$ cat config.mk
export PLATFORM = sky130hd
export DESIGN_NAME = roi_rectangle_mask
export DESIGN_NICKNAME = d
export VERILOG_FILES = /design/src/design/roi_pkg.sv /design/src/design/roi_entry.sv /design/src/design/roi_cell.sv /design/src/design/roi_rectangle_mask.sv
export SDC_FILE = /design/constraint.sdc
export NUM_CORES = 2
export LEC_CHECK = 0
export BUFFER_PORTS_ARGS = -buffer_cell sky130_fd_sc_hd__buf_2
export CORE_ASPECT_RATIO = 1.4
export CORE_MARGIN = 2
export CORE_UTILIZATION = 43
export CTS_BUF_LIST = sky130_fd_sc_hd__clkbuf_16
export DETAILED_ROUTE_END_ITERATION = 8
export PLACE_DENSITY = 0.65
export RECOVER_POWER = 25
export SLEW_MARGIN = 20
export SYNTH_ARGS = -nofsm -noshare
export SYNTH_HDL_FRONTEND = slang
export SYNTH_SLANG_ARGS = --single-unit
export TNS_END_PERCENT = 30
$ cat constraint.sdc
create_clock -name aclk -period 76.6 [get_ports aclk]
set_clock_uncertainty 0.15 [all_clocks]
set_input_delay 3.83 -clock aclk [delete_from_list [all_inputs] [get_ports aclk]]
set_output_delay 3.83 -clock aclk [all_outputs]
set_load 0.01 [all_outputs]
$ cat src/design/roi_pkg.sv
// Shared types and constants for the rectangle mask: commands and the beat moved down the cell chain.
package roi_pkg;

    localparam int DIM_W = 13;

    localparam logic [DIM_W-1:0] COLS_RESET = 13'd640;
    localparam logic [DIM_W-1:0] ROWS_RESET = 13'd480;

    // configuration register indexes (word address bit 2)
    localparam logic REG_COLS = 1'b0;
    localparam logic REG_ROWS = 1'b1;

    // CMD_NONE also marks an empty chain slot
    typedef enum logic [1:0] {
        CMD_CLEAR = 2'd0,
        CMD_ADD   = 2'd1,
        CMD_QUERY = 2'd2,
        CMD_NONE  = 2'd3
    } cmd_t;

    // done: add already stored upstream, or query pixel outside the image
    typedef struct packed {
        cmd_t             kind;
        logic             done;
        logic             hit;
        logic [DIM_W-1:0] left;
        logic [DIM_W-1:0] top;
        logic [DIM_W-1:0] right;
        logic [DIM_W-1:0] bottom;
        logic [DIM_W-1:0] col;
        logic [DIM_W-1:0] row;
    } beat_t;

endpackage

$ cat src/design/roi_entry.sv
// Entry stage: checks rectangles and pixel bounds and registers the first beat of the chain.
module roi_entry
    import roi_pkg::*;
#(
    parameter int COORD_BITS = 12
) (
    input  logic                    aclk,
    input  logic                    aresetn,
    input  logic                    advance,
    input  logic                    load,
    input  logic [1:0]              command,
    input  logic signed [12:0]      rect_left,
    input  logic signed [12:0]      rect_top,
    input  logic signed [13:0]      rect_width,
    input  logic signed [13:0]      rect_height,
    input  logic [COORD_BITS-1:0]   pixel_row,
    input  logic [COORD_BITS-1:0]   pixel_column,
    input  logic [DIM_W-1:0]        image_columns,
    input  logic [DIM_W-1:0]        image_rows,
    output beat_t                   beat
);

    localparam int CW = (COORD_BITS > DIM_W) ? COORD_BITS : DIM_W;

    logic              left_ok;
    logic              top_ok;
    logic              size_ok;
    logic [DIM_W:0]    right_sum;
    logic [DIM_W:0]    bottom_sum;
    logic              end_ok;
    logic              pixel_in;
    beat_t             beat_next;
    beat_t             beat_reg;

    always_comb begin
        left_ok  = !rect_left[12] && ({1'b0, rect_left[11:0]} < image_columns);
        top_ok   = !rect_top[12] && ({1'b0, rect_top[11:0]} < image_rows);
        size_ok  = !rect_width[13] && (rect_width != '0)
                && !rect_height[13] && (rect_height != '0);
        // origin is nonnegative here, so unsigned sums are exact
        right_sum  = {2'b00, rect_left[11:0]} + rect_width[13:0];
        bottom_sum = {2'b00, rect_top[11:0]} + rect_height[13:0];
        end_ok   = (right_sum <= {1'b0, image_columns}) && (bottom_sum <= {1'b0, image_rows});
        pixel_in = (CW'(pixel_row) < CW'(image_rows)) && (CW'(pixel_column) < CW'(image_columns));

        beat_next.kind   = load ? cmd_t'(command) : CMD_NONE;
        beat_next.done   = 1'b0;
        beat_next.hit    = 1'b0;
        beat_next.left   = {1'b0, rect_left[11:0]};
        beat_next.top    = {1'b0, rect_top[11:0]};
        beat_next.right  = right_sum[DIM_W-1:0];
        beat_next.bottom = bottom_sum[DIM_W-1:0];
        // an in-image pixel is below a 13-bit bound, so truncation is safe
        beat_next.col    = DIM_W'(pixel_column);
        beat_next.row    = DIM_W'(pixel_row);

        if (beat_next.kind == CMD_ADD && !(left_ok && top_ok && size_ok && end_ok)) begin
            beat_next.kind = CMD_NONE;
        end
        if (beat_next.kind == CMD_QUERY && !pixel_in) begin
            beat_next.done = 1'b1;
        end
    end

    always_ff @(posedge aclk) begin
        if (!aresetn) begin
            beat_reg.kind <= CMD_NONE;
        end else if (advance) begin
            beat_reg <= beat_next;
        end
    end

    assign beat = beat_reg;

endmodule

$ cat src/design/roi_cell.sv
// One chain cell: holds one rectangle slot and passes each beat on to the next cell.
module roi_cell
    import roi_pkg::*;
(
    input  logic  aclk,
    input  logic  aresetn,
    input  logic  advance,
    input  beat_t beat_in,
    output beat_t beat_out
);

    logic              valid_reg;
    logic [DIM_W-1:0]  left_reg;
    logic [DIM_W-1:0]  top_reg;
    logic [DIM_W-1:0]  right_reg;
    logic [DIM_W-1:0]  bottom_reg;
    beat_t             beat_reg;
    beat_t             beat_next;
    logic              in_rect;
    logic              store;

    always_comb begin
        in_rect = valid_reg
               && (beat_in.col >= left_reg) && (beat_in.col < right_reg)
               && (beat_in.row >= top_reg) && (beat_in.row < bottom_reg);
        // first free slot along the chain takes the rectangle
        store   = (beat_in.kind == CMD_ADD) && !beat_in.done && !valid_reg;

        beat_next = beat_in;
        if (store) begin
            beat_next.done = 1'b1;
        end
        if (beat_in.kind == CMD_QUERY && !beat_in.done && in_rect) begin
            beat_next.hit = 1'b1;
        end
    end

    always_ff @(posedge aclk) begin
        if (!aresetn) begin
            valid_reg     <= 1'b0;
            beat_reg.kind <= CMD_NONE;
        end else if (advance) begin
            beat_reg <= beat_next;
            unique case (beat_in.kind)
                CMD_CLEAR: begin
                    valid_reg <= 1'b0;
                end
                CMD_ADD: begin
                    if (store) begin
                        valid_reg  <= 1'b1;
                        left_reg   <= beat_in.left;
                        top_reg    <= beat_in.top;
                        right_reg  <= beat_in.right;
                        bottom_reg <= beat_in.bottom;
                    end
                end
                default: begin
                end
            endcase
        end
    end

    assign beat_out = beat_reg;

endmodule

$ cat src/design/roi_rectangle_mask.sv
// Top level of the rectangle mask: configuration port, cell chain and result register.
// Every beat (clear, add, query) enters an entry stage and then walks a chain of MAX_RECTS
// cells, one cell per clock unless stalled, each cell holding one rectangle slot; adds land
// in the first free cell, clears empty each cell as they pass, queries collect a hit flag.
// One beat is accepted per clock unless stalled, and a query's result is presented on
// m_tvalid after passing the entry register, the MAX_RECTS cells and the result register.
// While a result waits unread in the output register the whole chain stalls and s_tready
// is low. Configuration changes take effect for beats accepted after the write.
module roi_rectangle_mask
    import roi_pkg::*;
#(
    parameter int MAX_RECTS  = 16,
    parameter int COORD_BITS = 12
) (
    input  logic         aclk,
    input  logic         aresetn,
    // APB configuration
    input  logic         psel,
    input  logic         penable,
    input  logic         pwrite,
    input  logic [2:0]   paddr,
    input  logic [31:0]  pwdata,
    output logic [31:0]  prdata,
    output logic         pready,
    // input beats
    input  logic         s_tvalid,
    output logic         s_tready,
    // rect_left, rect_top, rect_width, rect_height, pixel_row, pixel_column, zero pad
    input  logic [((54 + 2*COORD_BITS + 7) / 8) * 8 - 1:0] s_tdata,
    // command
    input  logic [1:0]   s_tuser,
    // result beats
    output logic         m_tvalid,
    input  logic         m_tready,
    // in_mask, zero pad
    output logic [7:0]   m_tdata
);

    localparam int TOP_LSB = 13;
    localparam int WID_LSB = 26;
    localparam int HGT_LSB = 40;
    localparam int ROW_LSB = 54;
    localparam int COL_LSB = 54 + COORD_BITS;

    logic [DIM_W-1:0] cols_reg;
    logic [DIM_W-1:0] rows_reg;
    logic             m_valid_reg;
    logic             mask_reg;
    logic             advance;
    beat_t            chain [0:MAX_RECTS];

    // configuration registers
    always_ff @(posedge aclk) begin
        if (!aresetn) begin
            cols_reg <= COLS_RESET;
            rows_reg <= ROWS_RESET;
        end else if (psel && penable && pwrite && pready) begin
            if (paddr[2] == REG_COLS) begin
                cols_reg <= pwdata[DIM_W-1:0];
            end else begin
                rows_reg <= pwdata[DIM_W-1:0];
            end
        end
    end

    assign pready = 1'b1;
    assign prdata = (paddr[2] == REG_ROWS) ? {{(32-DIM_W){1'b0}}, rows_reg}
                                           : {{(32-DIM_W){1'b0}}, cols_reg};

    assign advance  = !m_valid_reg || m_tready;
    assign s_tready = advance;

    roi_entry #(
        .COORD_BITS (COORD_BITS)
    ) u_entry (
        .aclk          (aclk),
        .aresetn       (aresetn),
        .advance       (advance),
        .load          (s_tvalid),
        .command       (s_tuser),
        .rect_left     (s_tdata[TOP_LSB-1:0]),
        .rect_top      (s_tdata[WID_LSB-1:TOP_LSB]),
        .rect_width    (s_tdata[HGT_LSB-1:WID_LSB]),
        .rect_height   (s_tdata[ROW_LSB-1:HGT_LSB]),
        .pixel_row     (s_tdata[COL_LSB-1:ROW_LSB]),
        .pixel_column  (s_tdata[COL_LSB+COORD_BITS-1:COL_LSB]),
        .image_columns (cols_reg),
        .image_rows    (rows_reg),
        .beat          (chain[0])
    );

    for (genvar i = 0; i < MAX_RECTS; i++) begin : g_cell
        roi_cell u_cell (
            .aclk     (aclk),
            .aresetn  (aresetn),
            .advance  (advance),
            .beat_in  (chain[i]),
            .beat_out (chain[i+1])
        );
    end

    // result register
    always_ff @(posedge aclk) begin
        if (!aresetn) begin
            m_valid_reg <= 1'b0;
        end else if (advance) begin
            m_valid_reg <= (chain[MAX_RECTS].kind == CMD_QUERY);
            mask_reg    <= chain[MAX_RECTS].hit;
        end
    end

    assign m_tvalid = m_valid_reg;
    assign m_tdata  = {7'b0000000, mask_reg};

endmodule
# After elaboration in Yosys (flattened, before gate mapping)
# Cells that the tools add are included.
# totals
register_bits	2094
# op_classes
n_addsub	2
n_eq_ne	51
bitwise	1
n_lt_le_gt_ge	70
reduce_logical	251
muxes	36
# ops
cell	count
< comparator 12 x 13 -> 1 bit	36
greater-or-equal comparator 12 bit	32
logical AND 1 bit	142
AND reduction 4 bit	16
AND reduction 3 bit	16
zero test 1 bit	39
equality test 2 bit (second input constant)	18
equality test 2 x 1 -> 1 bit (second input constant)	17
zero test 2 bit	16
inequality test 2 x 1 -> 1 bit (second input constant)	16
case mux 1 bit (2 select lines)	16
nonzero test 2 bit	16
adder 12 x 14 -> 14 bit	2
less-or-equal comparator 14 x 13 -> 1 bit	2
nonzero test 14 bit	2
two-way mux 1 bit	17
two-way mux 13 bit	1
AND reduction 2 bit	3
two-way mux 2 bit	2
logical OR 1 bit	1
NOT 1 bit	1

# Logic depth before layout (Yosys ltp)
# depth
word_depth	12
depth_mapped	16
depth_no_buf	16

# By module
# Synthesis repeated with hierarchy kept, for this count alone.
# hier_totals
cells_unflattened	5772
hier_area_um2	92404.9
# modules_own_cells
mod	cells_per_inst	area_per_inst_um2	n_inst
roi_cell	323	5358.9	16
roi_entry	447	5137.4	1
roi_rectangle_mask	157	1525.2	1

# Least setup slack after synthesis
# Ideal clock, no wire load.
# synth_path
path_type	in2reg
startpoint	input m_tready
endpoint	register g_cell[0].u_cell.beat_reg (netlist bit g_cell[0].u_cell.beat_out[0]), enable pin
path_stages	6
arrival_ns	27.759
setup_slack_ns	47.147
required_ns	74.906
path_buffers	2
setup_ns	1.544
cell_sequence	nor2b_1 buf_2 inv_2 nand2_1 clkbuf_1 inv_1
# synth_via
elab_chain_len	2
# synth_rtl
element	line	source
from (decl)	roi_rectangle_mask.sv:34	input logic m_tready,
logical OR 1 bit	roi_rectangle_mask.sv:70	assign advance = !m_valid_reg || m_tready;
AND reduction 2 bit (no line)	-	
to (signal assigned)	roi_cell.sv:43	beat_reg <= beat_next;
to (decl)	roi_cell.sv:17	beat_t beat_reg;
# No other way between the ends.
# A chain may end at the register's enable or synchronous reset.

# Worst setup path after layout
# layout_path
startpoint	input m_tready
endpoint	output s_tready
# layout_via
elab_chain_len	1
# layout_rtl
element	line	source
logical OR 1 bit	roi_rectangle_mask.sv:70	
to (decl)	roi_rectangle_mask.sv:27	output logic s_tready,
# No other way between the ends.

==> impl_metrics.ini <==
[outcome]
status = complete, no violations

[sta]
worstMarginPinSlew_ns = 1.16
slew_headroom_pct = 22.6
final_max_slew_viol_count = 0
setup_viol = 0
period_share_pct = 12.3
rsz0062_at_grt = false
fmax_mhz = 106
layout_min_cycle_time_ns = 9.41
fin_ws_ns = 67.19
tns_ns = 0
holdWs_ns = 0.265
finalHoldViolCount = 0

[floorplan]
rows = 193
start_util_pct = 43.2
die_height_um = 530
dieArea_um2 = 202000
core-area_um2 = 197000
boundaryPins = 167
dieWidth_um = 380

[placed_design]
place_hpwl_um = 98800
gp_congestion = 0.844
placed_area_um2 = 89100
dp_slack_ns = 67.26
port_buffers = 116

[worst_setup_path]
path_max_fanout = 62
r2r_start = m_tvalid
cp-endpoint = s_tready
r2r-end = g_cell[11].u_cell.beat_out[57]
crit_chain = buf_2 -> nor2b_4 -> buf_4 -> inv_2 -> buf_2
cp-startpoint = m_tready
startpoint_type = input port
ff2ff_setup_slack_ns = 71.46
critPathCaptureType = output port
worst_ep_required_time_ns = 72.62
critPathKind = in -> out
path_buf_inv = 4
cp_top_family = buffers and inverters
worst-path-stages = 5
critPathSlowestCell = buf_4
cp_slowest_stage_delay_ns = 0.54
worstRegToRegCells = 8
cp_data_arrival_time_ns = 5.43
crit_top_cell = buf_2

[routing]
drt_wl_total_um = 137000
drt-wirelength-per-cell_um = 16.3
drc = 0
ant_nets = 0
drt_iter0_markers = 2126
routed_via_density = 4.88
vias = 41276
dr.pass1.iters = 5

[pwr]
peakVddDrop_mv = 0.0212
p_per_area_nw_per_um2 = 24.4
p_leak_nw = 37.5

[global_route]
overflow = 0
antenna_found_initial = 0
grt_pass1_vias = 43997
grt_max_degree = 186
grt_pass1_wl_um = 224000
grt_usage_pct = 13.8

[cts]
h-tree-depth = 4
postCtsSetupRepairBufs = 0
clk_pin_slew_ns = 0.06
hold_buffers = 0
cts_resized = 0
clkLatencyLatePin_ns = 0.81
cts.sinks = 2094
cts_tree = done
cts_buffer_depth = 3
cts_buffers = 198
cts-root-buf = clkbuf_16

[yosys]
synth.distinct_cells = 77
syn_area_um2 = 85100
yosysWarnings = 0
synth-edff-count = 2017
ys_seq_elements = 2094
avgSynthCellArea_um2 = 15.9
dominantRegCellSynth = edfxtp_1
yosysSeqAreaShare_pct = 73.0
netlist_instances = 5343
async_flop_share_pct = 0

[final_layout]
drive_above_1_share_pct = 7.42
area_delta_synth_final_pct = 11.8
stdcell_area_um2 = 95200
nNetsFinal = 6614
antenna_cells = 0
largest_reg_flops = 1173
final.fill_count = 16737

[run]
maxCapViolCount = 0

[worst_hold_path]
hp-class = reg -> reg
hold_path_depth = 0
==> cell type report <==
class                      instances  area [µm²]  area share (%)
sequential                      2094       62100            65.3
multi-input combinational       2410       19900            20.9
clock buffer                     205        5130            5.39
tap                             2632        3290            3.46
inverter                         809        3040            3.20
clock inverter                   157         876           0.920
timing repair buffer             145         848           0.891
==> worst min-delay path by stage <==
| stage | start | slack [ns] | to |
|---|---|---|---|
| global placement | g_cell[14].u_cell.beat_out[46] | 0.25 | g_cell[15].u_cell.right_reg[7] |
| global route | g_cell[14].u_cell.beat_out[43] | 0.27 | g_cell[15].u_cell.right_reg[4] |
| detailed placement | g_cell[14].u_cell.beat_out[38] | 0.25 | g_cell[15].u_cell.bottom_reg[12] |
| floorplan | g_cell[14].u_cell.beat_out[26] | 0.25 | g_cell[15].u_cell.bottom_reg[0] |
| finish | g_cell[14].u_cell.beat_out[43] | 0.26 | g_cell[15].u_cell.right_reg[4] |
| CTS | g_cell[14].u_cell.beat_out[55] | 0.27 | g_cell[15].u_cell.top_reg[3] |
==> logic make-up after synthesis <==
family,count (synthesis),synth area share [%]
flip-flops,2094,73.0
other,2,0.00882
AO/OA/AOI/OAI,840,6.56
multiplexers,2,0.0250
AND/OR/NAND/NOR,689,4.05
XOR/XNOR,20,0.206
adder cells (fa/ha/maj),832,12.2
buffers and inverters,864,3.94
==> cell usage in the layout (no fill, tap or decap), types with 9 or more instances in the layout <==
cell       Yosys  layout
nand3_1       64      64
buf_2          2     116
o21ai_0      172     172
inv_1        808     858
o211ai_1      30      30
o31ai_1       24      24
a21boi_0      37      37
edfxtp_1    2017    2017
nand4b_1      10      10
a31oi_1       10      10
clkinv_1       0      60
or4_1         17      17
nor4_1        35      35
nor3_2         1      16
o2111ai_1     26      26
o22ai_1       14      14
xnor2_1       14      14
o21a_1        53      53
nor2_1       149     147
nor3_1        56      41
a2111oi_0     14      14
dfxtp_1       77      77
buf_4         28      25
nand2b_1     101     101
a21oi_1      189     189
clkbuf_16      0     205
nand4_1       25      25
o21bai_1       9       9
ha_1         830     830
a211oi_1      59      59
clkinv_2       0      28
a21o_1       129     129
o221ai_1       9       9
nand2_1      180     180
conb_1         2      27
nor2b_1       26      25
==> power breakdown <==
group	leakage [nW]	internal (mW)	switching [mW]
clock	3.13	0.506	0.396
sequential	19.7	1.31	0.0245
combinational	14.7	0.0332	0.0540
==> cells in the mapped netlist (all sizes together) (9+ instances only) <==
master | number | area [µm²]
ha | 830 | 10400
inv | 809 | 3040
o22ai | 15 | 100
clkbuf | 24 | 90.1
o211ai | 30 | 225
nand4 | 25 | 156
o31ai | 24 | 180
o21bai | 9 | 67.6
a2111oi | 18 | 195
or4 | 17 | 128
dfxtp | 77 | 1540
o2111ai | 26 | 228
a211oi | 61 | 468
nand2b | 102 | 646
a21boi | 38 | 285
nand4b | 10 | 87.6
a21o | 129 | 968
o21a | 53 | 398
nor3 | 57 | 290
nor2b | 26 | 163
nor4 | 35 | 219
nand2 | 180 | 676
o221ai | 9 | 78.8
o21ai | 176 | 881
a21oi | 190 | 955
a31oi | 10 | 62.6
nor2 | 149 | 559
nand3 | 64 | 320
buf | 31 | 224
xnor2 | 14 | 123
edfxtp | 2017 | 60600
==> metal layers <==
layer / wire length, µm / global-route usage, %
met2: 74700 / 26.3
met3: 4470 / 2.39
met1: 51500 / 14.6
met5: 0 / 0
met4: 6840 / 7.02
==> stage by stage <==
step	power (mW)	cells	utilization, %
6_report	2.32	8452	48.3
5_1_grt	2.41	8452	48.3
4_1_cts	2.35	8452	48.3
3_5_place_dp	1.45	8090	45.2
3_3_place_gp	1.44	8090	45.2
2_1_floorplan	1.44	5368	-
No activity file was read; power rests on OpenSTA's default activity.
